[src/rrc_pkg.sv]
package rrc_pkg;

    localparam int HASH_W              = 64;
    localparam int CFG_W               = 10;
    localparam int COUNT_W             = 32;
    localparam int DEFAULT_TABLE_DEPTH = 512;
    localparam int ACTIVE_RESET        = 512;

    // stream data widths, rounded up to whole bytes
    localparam int IN_TDATA_W  = ((HASH_W + 7) / 8) * 8;
    localparam int OUT_TDATA_W = ((1 + COUNT_W + 7) / 8) * 8;

    localparam logic [COUNT_W-1:0] COUNT_MAX = '1;

    // one hash walking down the chain of cells
    typedef struct packed {
        logic              valid;  // slot carries an item
        logic              done;   // equal entry found, stop inserting
        logic              rec;    // item displaced an entry somewhere
        logic [HASH_W-1:0] data;   // carried value
    } t_token;

endpackage

[src/rrc_tail.sv]
module rrc_tail
    import rrc_pkg::*;
(
    input  logic               i_clk,
    input  logic               i_rst_n,
    input  logic               i_adv,
    input  t_token             i_tok,
    output logic               o_valid,
    output logic               o_rec,
    output logic [COUNT_W-1:0] o_count
);

    logic               r_valid;
    logic               r_rec;
    logic [COUNT_W-1:0] r_count;
    logic [COUNT_W-1:0] n_count;

    // saturating record count
    always_comb begin
        n_count = r_count;
        if (i_tok.valid && i_tok.rec && (r_count != COUNT_MAX)) begin
            n_count = r_count + COUNT_W'(1);
        end
    end

    always_ff @(posedge i_clk) begin
        if (!i_rst_n) begin
            r_valid <= 1'b0;
            r_rec   <= 1'b0;
            r_count <= '0;
        end else if (i_adv) begin
            r_valid <= i_tok.valid;
            if (i_tok.valid) begin
                r_rec   <= i_tok.rec;
                r_count <= n_count;
            end
        end
    end

    assign o_valid = r_valid;
    assign o_rec   = r_rec;
    assign o_count = r_count;

endmodule

[config.mk]
export PLATFORM = sky130hd
export DESIGN_NAME = rrc_tail
export DESIGN_NICKNAME = d
export VERILOG_FILES = /design/src/rrc_pkg.sv /design/src/rrc_tail.sv
export SDC_FILE = /design/constraint.sdc
export NUM_CORES = 1
export LEC_CHECK = 0
export BUFFER_PORTS_ARGS = -buffer_cell sky130_fd_sc_hd__buf_2
export CORE_MARGIN = 2
export CORE_UTILIZATION = 44
export CTS_CLUSTER_SIZE = 20
export DETAILED_ROUTE_END_ITERATION = 7
export PLACE_DENSITY = 0.79
export REMOVE_ABC_BUFFERS = 1
export SETUP_SLACK_MARGIN = 0.05
export SLEW_MARGIN = 20
export SYNTH_ARGS = -nofsm -noshare
export SYNTH_HDL_FRONTEND = slang
export SYNTH_SLANG_ARGS = --single-unit
[constraint.sdc]
create_clock -name i_clk -period 2.8 [get_ports i_clk]
set_input_delay 0.56 -clock i_clk [delete_from_list [all_inputs] [get_ports i_clk]]
set_output_delay 0.56 -clock i_clk [all_outputs]
set_load 0.03 [all_outputs]
==> flow_metrics.env <==
export IMPL_dp_cells=288
export IMPL_grt_pass1_vias=1425
export IMPL_core_sq_um=4029
export IMPL_final_common_cell="buf_2"
export IMPL_dieWidth_microns=69.09
export IMPL_clock_sinks=34
export IMPL_hold_buffers=0
export IMPL_cts_buffer_depth=2
export IMPL_antenna_cells=0
export IMPL_cts_tree="done"
export IMPL_place_area_sq_um=2067
export IMPL_path_clk_slew_ns=0.07
export IMPL_ir_drop_mv=0.2723
export IMPL_gp_congestion=0.8472
export IMPL_period_minus_slack_ns=2.338
export IMPL_rows=23
export IMPL_rsz0062_at_grt="false"
export IMPL_synthCells=206
export IMPL_fin_area_sq_um=2143
export IMPL_final_cell_mix="buf_2, dfxtp_1, nand3_1, nand2_1, a21oi_2"
export IMPL_p_leak_nw=0.7325
export IMPL_grt_pass1_wl_microns=6465
export IMPL_numCtsBuffers=5
export IMPL_crit_type="reg2reg"
export IMPL_drtPass1Iterations=4
export IMPL_slew_viol_final=0
export IMPL_start_kind="flip-flop"
export IMPL_cp_required_ns=3.02
export IMPL_drive_above_1_share_pct=32.65
export IMPL_postSynthAreaPerCell_sq_um=9.050
export IMPL_finalSetupTns_ns=0
export IMPL_end_kind="flip-flop"
export IMPL_finalCritPeriodShare_pct=83.50
export IMPL_worstMarginPinSlew_ns=0.5365
export IMPL_fillerInstances=371
export IMPL_max_cap_viol_count=0
export IMPL_yosysWarnings=0
export IMPL_areaGrowthSynthToFinish_pct=14.97
export IMPL_grtUsageTotal_pct=16.72
export IMPL_synth_area_sq_um=1864
export IMPL_grt_max_degree=36
export IMPL_wl_per_cell_microns=13.18
export IMPL_grt_ovfl_total=0
export IMPL_cp_max_fo=7
export IMPL_cts_resized=0
export IMPL_h_tree_depth=2
export IMPL_drc=0
export IMPL_status="finished clean"
export IMPL_hold_viol_final=0
export IMPL_antenna_found_initial=0
export IMPL_first_iter_violations=81
export IMPL_wirelength_microns=3889
export IMPL_final_cells=295
export IMPL_io_buffers=38
export IMPL_nNetsFinal=316
export IMPL_boundaryPins=104
export IMPL_power_density_nw_per_um2=408.0
export IMPL_slew_headroom_pct=63.31
export IMPL_final_antenna_net_count=0
export IMPL_root_buffer="clkbuf_8"
export IMPL_ys_seq_area_share_pct=36.51
export IMPL_via_per_inst=5.753
export IMPL_hold_class="reg2reg"
export IMPL_die_area_sq_um=4773
export IMPL_vias=1697
export IMPL_worstPathArrival_ns=2.55
export IMPL_clock_skew_ns=0.004299
export IMPL_fmaxAchievable_mhz=427.7
export IMPL_holdWs_ns=0.4733
export IMPL_place_hpwl_microns=2707
export IMPL_finalSetupViolCount=0
export IMPL_fp_dieH_microns=69.09
export IMPL_synth_cell_types=40
export IMPL_ys_ff_latch=34
export IMPL_start_util_pct=46.27
export IMPL_cts_setup_buffers=0
export IMPL_insertion_delay_ns=0.29
-- per-stage QoR --
stage / power [W] / worst slack [ns] / utilization [%]
2_1_floorplan: 0.0005241 / -0.1761 / -
3_3_place_gp: 0.0005427 / 0.5349 / 51.30
3_5_place_dp: 0.0005432 / 0.4696 / 51.30
4_1_cts: 0.0008837 / 0.4561 / 53.20
5_1_grt: 0.0009077 / 0.3093 / 53.20
6_report: 0.0008745 / 0.4619 / 53.20
-- state kept, by name, summed over array words and instances, names as in the netlist --
signal and count:
o_count 32, o_valid 1, o_rec 1
-- cell type report --
cell class | instances | area (sq um) | area share (%)
Sequential cell | 34 | 680.7 | 31.76
Tap cell | 50 | 62.56 | 2.919
Inverter | 8 | 30.03 | 1.401
Multi-Input combinational cell | 154 | 1061 | 49.50
Clock buffer | 7 | 76.32 | 3.561
Timing Repair Buffer | 42 | 232.7 | 10.86
-- cell families (layout without fill, tap and decap cells) --
group,after synthesis,after routing,synth area share [%]
adders and majority gates,1,1,0.6710
buffers and inverters,18,57,6.577
and+or+nand+nor,91,91,27.92
muxes,2,2,1.074
xor gates and xnor gates,6,6,3.222
DFF,34,34,36.51
AOI/OAI and AO/OA,54,54,24.03
-- power breakdown --
group          leakage [nW]  internal, W  switching [W]
Combinational         0.420    0.0000131      0.0000314
Clock                0.0383     0.000171       0.000171
Sequential            0.274     0.000486     0.00000143
-- path summary, 6_finish.rpt --
check,start,end,slack [ns],cells past startpoint
worst max-delay path,o_count[1],o_count[26],0.46,6
worst min-delay path,o_valid,o_valid,0.47,2
worst max register to register,o_count[1],o_count[26],0.46,6
worst min register to register,o_valid,o_valid,0.47,2
-- critical path: stages (launching register included) --
cell and delay (ns):
dfxtp_1 0.45, ha_1 0.29, nand4_1 0.11, or4_4 0.50, a211oi_2 0.46, and3_1 0.26
mux2i_1 0.19
-- per-layer routing --
metal	up-vias	GRT usage, %	routed length [microns]
met5	-	0	0
met4	0	5.229	48
met3	6	6.287	244
met2	47	26.71	1776
met1	783	20.87	1820
li1	861	-	-
-- cell usage after synthesis --
cell type / number / share of area (%)
a2111oi_0: 1 / 0.47
a2111oi_2: 2 / 1.6
a211oi_2: 1 / 0.67
a21oi_1: 8 / 2.1
a21oi_2: 15 / 7.0
a31o_2: 2 / 0.94
and3_1: 5 / 1.7
and4_1: 2 / 0.94
buf_12: 2 / 2.1
buf_6: 3 / 1.8
clkbuf_1: 5 / 1.0
dfxtp_1: 34 / 37
ha_1: 1 / 0.67
inv_1: 8 / 1.6
mux2i_1: 2 / 1.1
nand2_1: 16 / 3.2
nand2b_1: 4 / 1.3
nand3_1: 16 / 4.3
nand4_1: 8 / 2.7
nand4_2: 1 / 0.67
nand4b_1: 1 / 0.47
nor2_1: 10 / 2.0
nor3_1: 3 / 0.81
nor3_2: 1 / 0.54
nor4_1: 3 / 1.0
o211ai_1: 1 / 0.40
o21a_1: 1 / 0.40
o21ai_0: 1 / 0.27
o21ai_1: 2 / 0.54
o21ai_2: 6 / 2.8
o31a_1: 1 / 0.47
o31ai_1: 11 / 4.4
o31ai_2: 1 / 0.67
o31ai_4: 1 / 1.1
or3_1: 8 / 2.7
or4_1: 11 / 4.4
or4_4: 1 / 0.60
or4b_2: 1 / 0.54
xnor2_1: 5 / 2.3
xor2_2: 1 / 0.87
Power figures use the tool's default switching activity.
