## src/rrc_pkg.sv

```systemverilog
package rrc_pkg;

    localparam int HASH_W              = 64;
    localparam int CFG_W               = 10;
    localparam int COUNT_W             = 32;
    localparam int DEFAULT_TABLE_DEPTH = 512;
    localparam int ACTIVE_RESET        = 512;

    // stream data widths, rounded up to whole bytes
    localparam int IN_TDATA_W  = ((HASH_W + 7) / 8) * 8;
    localparam int OUT_TDATA_W = ((1 + COUNT_W + 7) / 8) * 8;

    localparam logic [COUNT_W-1:0] COUNT_MAX = '1;

    // one hash walking down the chain of cells
    typedef struct packed {
        logic              valid;  // slot carries an item
        logic              done;   // equal entry found, stop inserting
        logic              rec;    // item displaced an entry somewhere
        logic [HASH_W-1:0] data;   // carried value
    } t_token;

endpackage

```

## src/rrc_cell.sv

```systemverilog
module rrc_cell
    import rrc_pkg::*;
(
    input  logic   i_clk,
    input  logic   i_rst_n,
    input  logic   i_adv,
    input  logic   i_active,
    input  t_token i_tok,
    output t_token o_tok
);

    logic [HASH_W-1:0] r_entry;
    logic [HASH_W-1:0] n_entry;
    t_token            r_tok;
    t_token            n_tok;

    // swap a larger carried value into this slot, stop on a duplicate
    always_comb begin
        n_entry = r_entry;
        n_tok   = i_tok;
        if (i_tok.valid && i_active && !i_tok.done) begin
            if (i_tok.data > r_entry) begin
                n_entry    = i_tok.data;
                n_tok.data = r_entry;
                n_tok.rec  = 1'b1;
            end else if (i_tok.data == r_entry) begin
                n_tok.done = 1'b1;
            end
        end
    end

    always_ff @(posedge i_clk) begin
        if (!i_rst_n) begin
            r_entry <= '0;
            r_tok   <= '0;
        end else if (i_adv) begin
            r_entry <= n_entry;
            r_tok   <= n_tok;
        end
    end

    assign o_tok = r_tok;

endmodule

```

## config.mk

```make
export PLATFORM = sky130hd
export DESIGN_NAME = rrc_cell
export DESIGN_NICKNAME = d
export VERILOG_FILES = /design/src/rrc_pkg.sv /design/src/rrc_cell.sv
export SDC_FILE = /design/constraint.sdc
export NUM_CORES = 1
export LEC_CHECK = 0
export ABC_AREA = 0
export BUFFER_PORTS_ARGS = -buffer_cell sky130_fd_sc_hd__buf_2
export CORE_MARGIN = 2
export CORE_UTILIZATION = 56
export DETAILED_ROUTE_END_ITERATION = 10
export PLACE_DENSITY = 0.82
export SYNTH_ARGS = -nofsm -noshare
export SYNTH_HDL_FRONTEND = slang
export SYNTH_SLANG_ARGS = --single-unit
```

## constraint.sdc

```tcl
create_clock -name i_clk -period 3.6 [get_ports i_clk]
set_clock_uncertainty 0.1 [all_clocks]
set_input_delay 0.54 -clock i_clk [delete_from_list [all_inputs] [get_ports i_clk]]
set_output_delay 0.54 -clock i_clk [all_outputs]
set_load 0.005 [all_outputs]
```

==> results.md <==
- Fmax: 316 MHz
- Routed Antenna Nets: 0
- Total die area: 13400 um^2
- CTS-repair resized insts: 0
- Final nets: 1059
- Synthesized area: 7010 um^2
- Sequential fraction of the synthesis area: 37.4%
- Critical Path Sink Type: flop
- Synth Net Count: 940
- Drt pass-1 iters: 5
- Final WL: 15.7 mm
- Switching power: 0.879 mW
- CTS max path bufs: 2
- PwrDens: 437 nW/um^2
- Grt total ovfl: 0
- Port bufs: 137
- CP max stage delay: 0.47 ns
- Post-synth cell types: 35
- Seq cells post-synth: 131
- Critical R2R Launch: r_entry[7]
- Number of global-route vias before repair: 5521
- Fin cells: 1103
- Remaining DRCs: 0
- Yosys warnings: 0
- Critical path arrival: 3.40 ns
- Register Area: 2620 um^2
- Int Power: 2.79 mW
- DRT iter0 DRCs: 341
- Max_slew headroom: 41.8%
- Placer Congestion: 0.771
- Final HPWL DP: 10.7 mm
- Initial core utilization: 57.9%
- Pleak: 3.83 nW
- N_diodes: 0
- CTS tree: yes
- Vias per inst: 5.42
- Initial antenna violation count: 0
- Fill count: 986
- Worst Hold Depth: 3
- Max cap viols: 0
- Clock sink count: 131
- Worst flop-to-flop path endpoint: r_entry[36]
- Clock group share of total power: 45.4%
- Critical Path RT: 3.84 ns
- H-tree depth: 4
- # rows: 40
- HP Class: in -> reg
- Fin. Hold Viols: 0
- CTS root buffer: clkbuf_16
- Setup-failing EPs final: 0
- Tcrit/Tclk final: 88.0%
- Net Sw Frac: 24.0%
- Setup CP Type: reg -> reg
- CP Launch Type: flop
- Status: finished clean
- Dpl cells: 1071
- Die X: 116 um
- Worst Max-Slew Pin Slew: 0.873 ns
- IO Pins: 138
- Instance area after placement: 7780 um^2
- CP Cell Sequence: inv_1 > ha_1 > a21oi_1 > o21ai_0 > a22o_1 > or4_1 > a2111oi_2 > a21oi_4 > buf_4 > nand2_4 > buf_12 > mux2i_1
- Wire length per cell: 14.2 um
- Worst skew pair latency: 0.42 ns
- Synth-to-Final Area Change: 19.6%
- Critical Path Fanout Max: 23
- Slew Limit Fails: 0
- Final instance area: 8390 um^2
- First-pass GRT wire length: 26.0 mm
- Largest net degree at the start of global routing: 97
- Syn_area_per_cell: 8.71 um^2
- Power Total: 3.66 mW
- Via count: 5977
- WP buf/inv: 3
- Total CTS buffers: 17
- Top delay family on crit path: compound AO/OA/AOI/OAI gates
- Core area: 12100 um^2
- Synth Instances: 805
- R2r worst-path depth: 12
- Reg power frac: 42.3%
- Critical Path Slowest Stage Cell: or4_1
- Unrepaired setup endpoints after global routing: no
- Die H: 116 um
- Period minus WS final: 3.17 ns
- Area of the multi-input gates: 3870 um^2
- Combinational group share of total power: 12.3%
- Layout cells sized above 1: 19.4%
- Worst-path clk slew: 0.06 ns
- Hold endpoint: r_entry[3]
- All-Layer GR Usage: 24.3%
- R2r setup slk: 0.43 ns
- CTS Hold Bufs: 0
- Hold_sp: i_tok[3]
- Maximum vdd drop: 0.263 mV
[worst max-delay path by stage]
stage / endpoint / start / depth (start not counted)
4_1_cts: o_tok[53] / r_entry[58] / 11
3_5_place_dp: o_tok[19] / i_tok[58] / 11
5_1_grt: r_entry[47] / r_entry[7] / 12
3_3_place_gp: o_tok[19] / i_tok[58] / 11
6_report: r_entry[36] / r_entry[7] / 12
2_1_floorplan: o_tok[0] / i_tok[14] / 11
[synthesized netlist by cell type]
library cell	number	area, um^2
a21o_1	3	22.5
nor2b_1	2	12.5
and4_1	4	35.0
a21oi_1	92	460
o21ai_0	72	360
a21boi_0	2	15.0
a41oi_1	1	8.76
ha_1	64	801
nand2_1	147	552
buf_6	12	135
dfxtp_1	131	2620
a2bb2oi_1	1	8.76
or4_1	1	7.51
nor4_1	1	6.26
a22o_1	1	8.76
nand2_4	1	11.3
nor4bb_1	1	10.0
nor2_1	6	22.5
a2111oi_2	1	15.0
inv_1	64	240
nand4_1	10	62.6
a221oi_1	2	17.5
a31oi_1	1	6.26
o31a_1	1	8.76
nor3_1	3	15.0
o21a_1	2	15.0
or3_1	1	6.26
buf_4	1	7.51
nand3_1	7	35.0
nor4_2	2	25.0
clkbuf_1	36	135
a211oi_1	1	7.51
o211ai_1	1	7.51
mux2i_1	129	1290
a21oi_4	1	16.3
[cell families (layout without fill, tap and decap cells)]
logic type	Yosys count	after routing	share of synthesized area, %
flops	131	131	37.4
fa+ha+maj	64	64	11.4
buf+inv	113	243	7.39
mux	129	129	18.4
simple gates	186	186	11.4
compound gates	182	182	14.0
[metrics by stage]
stage | utilization [%] | setup slack (ns) | hold slack, ns | TNS [ns]
CTS | 69.0 | 0.184 | 0.273 | 0
global route | 69.3 | 0.244 | 0.276 | 0
detailed placement | 64.3 | -0.0774 | 0.365 | -0.890
finish | 69.3 | 0.434 | 0.286 | 0
global placement | 64.3 | 0.0209 | 0.361 | 0
floorplan | - | 0.660 | 0.351 | 0
[power by group through the flow]
stage	combinational [mW]	clock, mW	sequential, mW
3_5_place_dp	0.443	0	1.58
4_1_cts	0.450	1.69	1.55
2_1_floorplan	0.266	0	1.58
3_3_place_gp	0.430	0	1.58
6_report	0.450	1.66	1.55
5_1_grt	0.509	1.77	1.56
[repair_timing]
action                                  4_1_cts  5_1_grt
endpoints found under the setup margin        0        4
setup buffers                                 0        2
endpoints found under the hold margin         0        0
[final cells by class]
class / count / area share (%)
sequential: 131 / 31.3
clock buffer: 27 / 6.35
tap: 168 / 2.51
clock inverter: 3 / 0.507
inverter: 64 / 2.86
multi-input combinational: 561 / 46.2
timing repair buffer: 149 / 10.4
[routing by layer]
metal	part of all wire, %	track usage, %	up-vias
met3	5.4	6.17	26
met4	2.3	10.2	0
met1	46	31.3	2768
met5	0	0	-
met2	47	38.9	158
li1	-	-	3025
[state kept, by name, indices dropped and copies added, names as in the netlist]
signal,flops
o_tok,67
r_entry,64
[worst min-delay path, delay by kind of cell]
kind / cells / cell delay, ns
buffers and inverters: 1 / 0.11
AND/OR/NAND/NOR: 1 / 0.05
multiplexers: 1 / 0.05
[cell usage in the layout (no fill, tap or decap), types with 6 or more instances in the layout]
master / count
a21oi_1: 92
buf_12: 7
buf_2: 135
buf_4: 7
clkbuf_16: 17
clkbuf_8: 7
dfxtp_1: 131
ha_1: 64
inv_1: 64
mux2i_1: 129
nand2_1: 147
nand3_1: 7
nand4_1: 10
nor2_1: 6
o21ai_0: 72
No activity file was read; power rests on OpenSTA's default activity.
